`config.mk`:
```
export PLATFORM = sky130hd
export DESIGN_NAME = booth_radix2_multiplier_unit_flat
export DESIGN_NICKNAME = d
export VERILOG_FILES = /design/src/rtl/brm_pkg.sv /design/src/rtl/brm_if.sv /design/src/rtl/brm_cell.sv /design/src/rtl/booth_radix2_multiplier_unit.sv /design/src/flat_wrapper.sv
export SDC_FILE = /design/constraint.sdc
export NUM_CORES = 2
export LEC_CHECK = 0
export ABC_AREA = 1
export BUFFER_PORTS_ARGS = -buffer_cell sky130_fd_sc_hd__buf_2
export CAP_MARGIN = 20
export CORE_MARGIN = 4
export CORE_UTILIZATION = 40
export DETAILED_ROUTE_END_ITERATION = 8
export PLACE_DENSITY = 0.59
export SLEW_MARGIN = 10
export SYNTH_ARGS = -nofsm -noshare
export SYNTH_HDL_FRONTEND = slang
export SYNTH_SLANG_ARGS = --single-unit
```
`constraint.sdc`:
```
create_clock -name clk_i -period 6.24 [get_ports clk_i]
set_input_delay 1.872 -clock clk_i [delete_from_list [all_inputs] [get_ports clk_i]]
set_output_delay 1.872 -clock clk_i [all_outputs]
set_load 0.02 [all_outputs]
```
`src/rtl/brm_pkg.sv`:
```
// Package with the shared constants, types and conversions of the Booth multiplier.
`default_nettype none

package brm_pkg;

  localparam int FieldW = 32;
  localparam int OpW = 32;
  localparam int CntW = $clog2(OpW + 2);

  typedef enum logic [1:0] {
    BoothNone = 2'b00,
    BoothAdd  = 2'b01,
    BoothSub  = 2'b10,
    BoothKeep = 2'b11
  } booth_e;

  typedef struct packed {
    logic [OpW-1:0] acc;
    logic [OpW-1:0] q;
    logic           prev;
    logic [OpW-1:0] md;
  } stage_t;

  function automatic logic [OpW-1:0] to_operand(logic [FieldW-1:0] v);
    return OpW'(signed'(v));
  endfunction

  function automatic logic [FieldW-1:0] to_field(logic [OpW-1:0] v);
    return FieldW'(signed'(v));
  endfunction

endpackage

`default_nettype wire

```
`src/rtl/brm_if.sv`:
```
// Interfaces for the operand request channel and the product channel.
`default_nettype none

interface brm_in_if;
  logic               valid;
  logic               ready;
  logic signed [31:0] multiplicand;
  logic signed [31:0] multiplier;

  modport source (output valid, output multiplicand, output multiplier, input ready);
  modport sink (input valid, input multiplicand, input multiplier, output ready);
endinterface

interface brm_out_if;
  logic               valid;
  logic               ready;
  logic signed [31:0] product_low;

  modport source (output valid, output product_low, input ready);
  modport sink (input valid, input product_low, output ready);
endinterface

`default_nettype wire

```
`src/rtl/brm_cell.sv`:
```
// One Booth step cell: recodes a bit pair, adds or subtracts, and shifts right.
`default_nettype none

module brm_cell
  import brm_pkg::*;
(
  input  wire logic   clk_i,
  input  wire logic   rst_ni,
  input  wire logic   valid_i,
  input  wire stage_t data_i,
  output      logic   ready_o,
  output      logic   valid_o,
  output      stage_t data_o,
  input  wire logic   ready_i
);

  logic           valid_q;
  stage_t         data_q;
  stage_t         data_d;
  logic [OpW-1:0] sum;

  always_comb begin
    case (booth_e'({data_i.q[0], data_i.prev}))
      BoothSub: sum = data_i.acc - data_i.md;
      BoothAdd: sum = data_i.acc + data_i.md;
      default:  sum = data_i.acc;
    endcase
    data_d.acc  = {sum[OpW-1], sum[OpW-1:1]};
    data_d.q    = {sum[0], data_i.q[OpW-1:1]};
    data_d.prev = data_i.q[0];
    data_d.md   = data_i.md;
  end

  assign ready_o = !valid_q || ready_i;

  always_ff @(posedge clk_i or negedge rst_ni) begin
    if (!rst_ni) begin
      valid_q <= 1'b0;
    end else if (ready_o) begin
      valid_q <= valid_i;
    end
  end

  always_ff @(posedge clk_i) begin
    if (ready_o && valid_i) begin
      data_q <= data_d;
    end
  end

  assign valid_o = valid_q;
  assign data_o  = data_q;

endmodule

`default_nettype wire

```
`src/rtl/booth_radix2_multiplier_unit.sv`:
```
// Top level of the pipelined radix-2 Booth signed multiplier.
//
// The in_i channel carries a request with a signed multiplicand and multiplier;
// the out_o channel returns the low 32 bits of their product, wrapping on overflow.
// Both channels move an item when valid and ready are high at a rising clock edge.
// The datapath is a row of 32 identical Booth cells, one per multiplier bit,
// and each cell holds one request and its partial product in registers.
// A request accepted by the first cell moves through the registers of the cells in order,
// and its product is shown on out_o from the register of the last cell.
// Without a stall on out_o, the throughput is one request per cycle.
// The last cell is the output register. When the receiver stalls, the product
// is held there, and each cell that is empty keeps taking data from its left
// neighbor, so requests are still accepted until every cell is full.
// Reset clears the valid flag of every cell; the pipeline is then empty and
// ready to accept a request at the first edge after reset is released.
`default_nettype none

module booth_radix2_multiplier_unit
  import brm_pkg::*;
(
  input  wire logic clk_i,
  input  wire logic rst_ni,
  brm_in_if.sink    in_i,
  brm_out_if.source out_o
);

  logic   valid [OpW+1];
  logic   ready [OpW+1];
  stage_t data  [OpW+1];
  logic [OpW-1:0] cell_valid;
  logic [CntW-1:0] fill;

  always_comb begin
    data[0].acc  = '0;
    data[0].q    = to_operand(in_i.multiplier);
    data[0].prev = 1'b0;
    data[0].md   = to_operand(in_i.multiplicand);
  end

  assign valid[0]   = in_i.valid;
  assign in_i.ready = ready[0];

  for (genvar i = 0; i < OpW; i++) begin : g_cell
    brm_cell u_cell (
      .clk_i   (clk_i),
      .rst_ni  (rst_ni),
      .valid_i (valid[i]),
      .data_i  (data[i]),
      .ready_o (ready[i]),
      .valid_o (valid[i+1]),
      .data_o  (data[i+1]),
      .ready_i (ready[i+1])
    );
    assign cell_valid[i] = valid[i+1];
  end

  assign ready[OpW]        = out_o.ready;
  assign out_o.valid       = valid[OpW];
  assign out_o.product_low = to_field(data[OpW].q);

  assign fill = CntW'($countones(cell_valid));

  a_full_blocks_input : assert property (@(posedge clk_i) disable iff (!rst_ni)
    (&cell_valid && !out_o.ready) |-> !in_i.ready)
    else $error("request accepted while every cell is full and the output stalls");

  a_fill_tracks_traffic : assert property (@(posedge clk_i) disable iff (!rst_ni)
    $past(rst_ni) |-> (int'(fill) == int'($past(fill))
      + int'($past(in_i.valid && in_i.ready))
      - int'($past(out_o.valid && out_o.ready))))
    else $error("pipeline occupancy does not match accepted and delivered requests");

  a_empty_drain : assert property (@(posedge clk_i) disable iff (!rst_ni)
    (cell_valid == '0) |-> !out_o.valid)
    else $error("product shown with no request in the pipeline");

endmodule

`default_nettype wire

```
`src/flat_wrapper.sv`:
```
// flat-port wrapper written by rule: the top's interface ports become plain ports
module booth_radix2_multiplier_unit_flat import brm_pkg::*;
  (clk_i, rst_ni, in_i_valid, in_i_multiplicand, in_i_multiplier, in_i_ready, out_o_valid, out_o_product_low, out_o_ready);
  brm_in_if in_i_i ();
  brm_out_if out_o_i ();
  input  wire logic clk_i;
  input  wire logic rst_ni;
  input wire logic [$bits(in_i_i.valid)-1:0] in_i_valid;
  input wire logic [$bits(in_i_i.multiplicand)-1:0] in_i_multiplicand;
  input wire logic [$bits(in_i_i.multiplier)-1:0] in_i_multiplier;
  output wire logic [$bits(in_i_i.ready)-1:0] in_i_ready;
  output wire logic [$bits(out_o_i.valid)-1:0] out_o_valid;
  output wire logic [$bits(out_o_i.product_low)-1:0] out_o_product_low;
  input wire logic [$bits(out_o_i.ready)-1:0] out_o_ready;
  assign in_i_i.valid = in_i_valid;
  assign in_i_i.multiplicand = in_i_multiplicand;
  assign in_i_i.multiplier = in_i_multiplier;
  assign in_i_ready = in_i_i.ready;
  assign out_o_valid = out_o_i.valid;
  assign out_o_product_low = out_o_i.product_low;
  assign out_o_i.ready = out_o_ready;
  booth_radix2_multiplier_unit u_core (.clk_i(clk_i), .rst_ni(rst_ni), .in_i(in_i_i), .out_o(out_o_i));
endmodule
```
==> reports/qor.yml <==
outcome:
  status: "finished with violations"
  violations: "negative setup slack"
clocking:
  cts_hold_buf: 0
  insertion_delay_ns: 0.88
  post_cts_buffers: 0
  root_buffer: "clkbuf_16"
  htreeDepth: 4
  cts_buffers: 214
  cts_tree: "yes"
  clockBufferDepth: 3
  clk_pin_slew_ns: 0.06
  cts.sinks: 2079
synthesis:
  synth_fp_nets: 9388
  synth_top_area_frac: 0.621
  synth_top_cells_by_area: "edfxtp_1, nand2_1, ha_1"
  syn_area_per_cell_um2: 11.3
  syn_inst: 8767
  netlist_area_um2: 99000
  yosys_register_bits: 2079
  async_flop_share: 0.0154
  synth_cell_types: 57
  synth_ff_type: "edfxtp_1"
  yosysWarnings: 0
  yosys.area.top_type: "edfxtp_1"
  synth_edf_count: 2047
  seq_area_frac_synth: 0.629
setup_path:
  path_cells: "buf_2, inv_2, nand4_4, nor2_4, nand4_4, nor2_4, nand4_4, nor2_4, nand4_4, nor2_4, nand4_4, nor2_4, nand4_4, nor2_4, nand2_2, nor2_4, nand3_2, nor2_4, nand4_2, buf_2"
  slowest_stage: "nor2_4"
  critPathLaunchType: "input pin"
  r2r_end: "u_core.g_cell[1].u_cell.data_o[92]"
  path_buf_inv: 3
  crit_path_max_fanout: 3
  critPathKind: "input pin to primary output"
  rr_worst_depth: 24
  reg2reg_from: "u_core.g_cell[0].u_cell.data_o[33]"
  r2r_slack_ns: 1.22
  cp-end-kind: "primary output"
  worstSetupPathDepth: 20
  crit_top_cell: "nor2_4"
  critPathLaunch: "out_o_ready"
  crit_required_ns: 4.37
  critPathCapture: "in_i_ready"
  cp_top_family: "simple AND/OR/NAND/NOR gates"
  cp_slowest_stage_delay_ns: 0.21
  arrival_ns: 4.44
routing:
  drc: 0
  vias_per_cell: 4.95
  wire_per_inst_um: 17.0
  wl_um: 213000
  final_antenna_net_count: 0
  drt_iter0_markers: 3914
  routed-via-count: 61897
  dr.pass1.iters: 7
power_and_ir_drop:
  p_leak_nw: 44.6
  ir_worst_vdd_v: 0.000289
  power_density_nw_per_um2: 311
sta:
  drv_slew: 0
  finalCritPeriodShare: 1.01
  tightest_slew_ns: 1.01
  rsz0062_at_grt: "true"
  setup_violations: 1
  timing.slew.headroom: 0.327
  max_clock_freq_mhz: 158
  finalHoldViolations: 0
  fin_hold_ws_ns: 0.345
  setup_ws_ns: -0.0749
  setup_tns_ns: -0.0749
  skew_ns: 0.0925
  fin_crit_ns: 6.31
floorplanning:
  die_area_um2: 255000
  core_area_um2: 246000
  row_count: 182
  initial_core_util: 0.402
  dieHeight_um: 505
  pin_count: 102
  die_x_um: 505
finish:
  area_growth_pct: 12.3
  drive_gt1_frac: 0.0760
  nets: 9627
placed_design:
  gp_congestion: 0.896
  place_hpwl_um: 161000
  portBuffers: 101
global_route:
  antenna_found_initial: 10
  grt_max_degree: 94
  grt_use_total: 0.164
  overflow: 0
  grt_pass1_vias: 61212
  grt_pass1_wl_um: 335000
flow_run:
  maxCapViolCount: 0
worst_hold_path:
  hp-class: "flop to flop"
## where the power goes
part | switching [mW] | leakage [nW] | internal, mW
sequential | 0.560 | 20.6 | 16.9
combinational | 2.59 | 20.5 | 1.40
clock | 5.43 | 3.57 | 7.69
## flip-flops by register name, indices dropped and copies added, names as in the netlist
signal / cells
u_core.g_cell.u_cell.valid_o: 32
u_core.g_cell.u_cell.data_o: 2047
## layout make-up
class | count | area, um2
diodes | 2 | 5.00
clock buffers | 260 | 5620
clock inverters | 144 | 1850
fillers | 22282 | 135000
inverters | 800 | 3010
multi-input cells | 5743 | 33200
flip-flops and latches | 2079 | 62300
well taps | 3312 | 4140
repair buffers | 168 | 1120
## cells by family (layout without fill, tap and decap cells)
family,count (synthesis),count (layout),share of synthesized area
adders and majority gates,553,553,0.0721
muxes,3,3,0.000341
and+or+nand+nor,3293,3293,0.138
other,0,2,0
AOI/OAI and AO/OA,1374,1374,0.0773
DFF,2079,2079,0.629
buffers and inverters,945,1372,0.0371
xor gates and xnor gates,520,520,0.0460
## how the worst min path moves through the flow
stage / slack [ns] / to / from / cells after the start
floorplan: 0.40 / u_core.g_cell[10].u_cell.data_o[33] / u_core.g_cell[9].u_cell.data_o[34] / 0
CTS: 0.34 / u_core.g_cell[18].u_cell.data_o[62] / u_core.g_cell[17].u_cell.data_o[63] / 0
global route: 0.34 / u_core.g_cell[21].u_cell.data_o[39] / u_core.g_cell[20].u_cell.data_o[40] / 0
detailed placement: 0.40 / u_core.g_cell[10].u_cell.data_o[39] / u_core.g_cell[9].u_cell.data_o[40] / 0
global placement: 0.40 / u_core.g_cell[27].u_cell.data_o[49] / u_core.g_cell[26].u_cell.data_o[50] / 0
finish: 0.35 / u_core.g_cell[22].u_cell.data_o[56] / u_core.g_cell[21].u_cell.data_o[57] / 0
## per-layer routing
layer / up-vias / global-route usage / wire length, um
met5: - / 0 / 0
met1: 29400 / 0.199 / 88800
li1: 31012 / - / -
met2: 1125 / 0.300 / 110000
met4: 0 / 0.0548 / 7120
met3: 360 / 0.0217 / 7140
## layout by cell type (no fill, tap or decap), types with 29 or more instances in the layout
cell type,instances
a21oi_1,565
nand3_1,227
edfxtp_1,2047
ha_1,524
nand2_1,1844
nor3_1,178
o21ai_0,486
clkbuf_16,214
clkinv_1,56
inv_1,770
a22o_1,31
o21bai_1,34
fa_1,29
clkinv_2,37
buf_2,101
xnor2_1,213
nor2_1,786
buf_4,58
clkbuf_1,37
xor2_1,307
o31ai_1,68
bufinv_16,29
or2_2,140
a31oi_1,69
dfrtp_1,32
## worst reg2reg max path, stage by stage, from the launching register on
cell,delay [ns]
edfxtp_1,0.38
inv_1,0.08
ha_1,0.53
inv_1,0.45
o21ai_0,0.46
fa_1,0.27
nand2_1,0.08
nand2_1,0.07
nand2_1,0.05
nand2_1,0.07
nand2_1,0.07
nand2_1,0.07
a21oi_1,0.10
o21ai_0,0.38
a21oi_1,0.19
o21ai_0,0.32
nand2_1,0.09
nand2_1,0.11
a21oi_1,0.12
o21ai_0,0.37
inv_1,0.11
nor2_1,0.15
nor2_1,0.07
nand2_1,0.07
a31oi_1,0.09
## stage by stage
| stage | utilization | setup WS, ns | cell area [um2] | std cells | power (mW) |
|---|---|---|---|---|---|
| finish | 0.452 | -0.0749 | 111000 | 12508 | 34.6 |
| global route | 0.452 | -0.305 | 111000 | 12508 | 36.3 |
| detailed placement | 0.421 | -0.220 | 104000 | 12101 | 21.8 |
| global placement | 0.421 | -0.208 | 104000 | 12101 | 21.7 |
| floorplan | - | 0.00589 | 99000 | 8767 | 20.6 |
| CTS | 0.452 | -0.164 | 111000 | 12505 | 35.0 |
## what timing repair did
action                                 4_1_cts  5_1_grt
gates resized for setup                      1        2
pin swaps                                    0        0
setup endpoints to repair                    1        1
endpoints found under the hold margin        0        0
## Yosys cell counts, drive strengths merged (3+ instances only)
library cell and count:
nand4 31, a21boi 14, o21a 23, nor3b 3
a22o 31, inv 784, a221oi 3, o41ai 7
buf 35, a211oi 5, nand2 1845, a21oi 566
fa 29, o211ai 13, xnor2 213, nor4 24
a2111oi 3, nor2 809, clkinv 16, o221ai 9
ha 524, or2 142, nand3 228, edfxtp 2047
a31oi 69, o31ai 68, nand3b 11, and2 6
nor3 189, clkbuf 110, o21bai 34, dfrtp 32
a21o 16, o2111ai 4, mux2 3, xor2 307
o21ai 502
(Power assumes the default switching activity.)
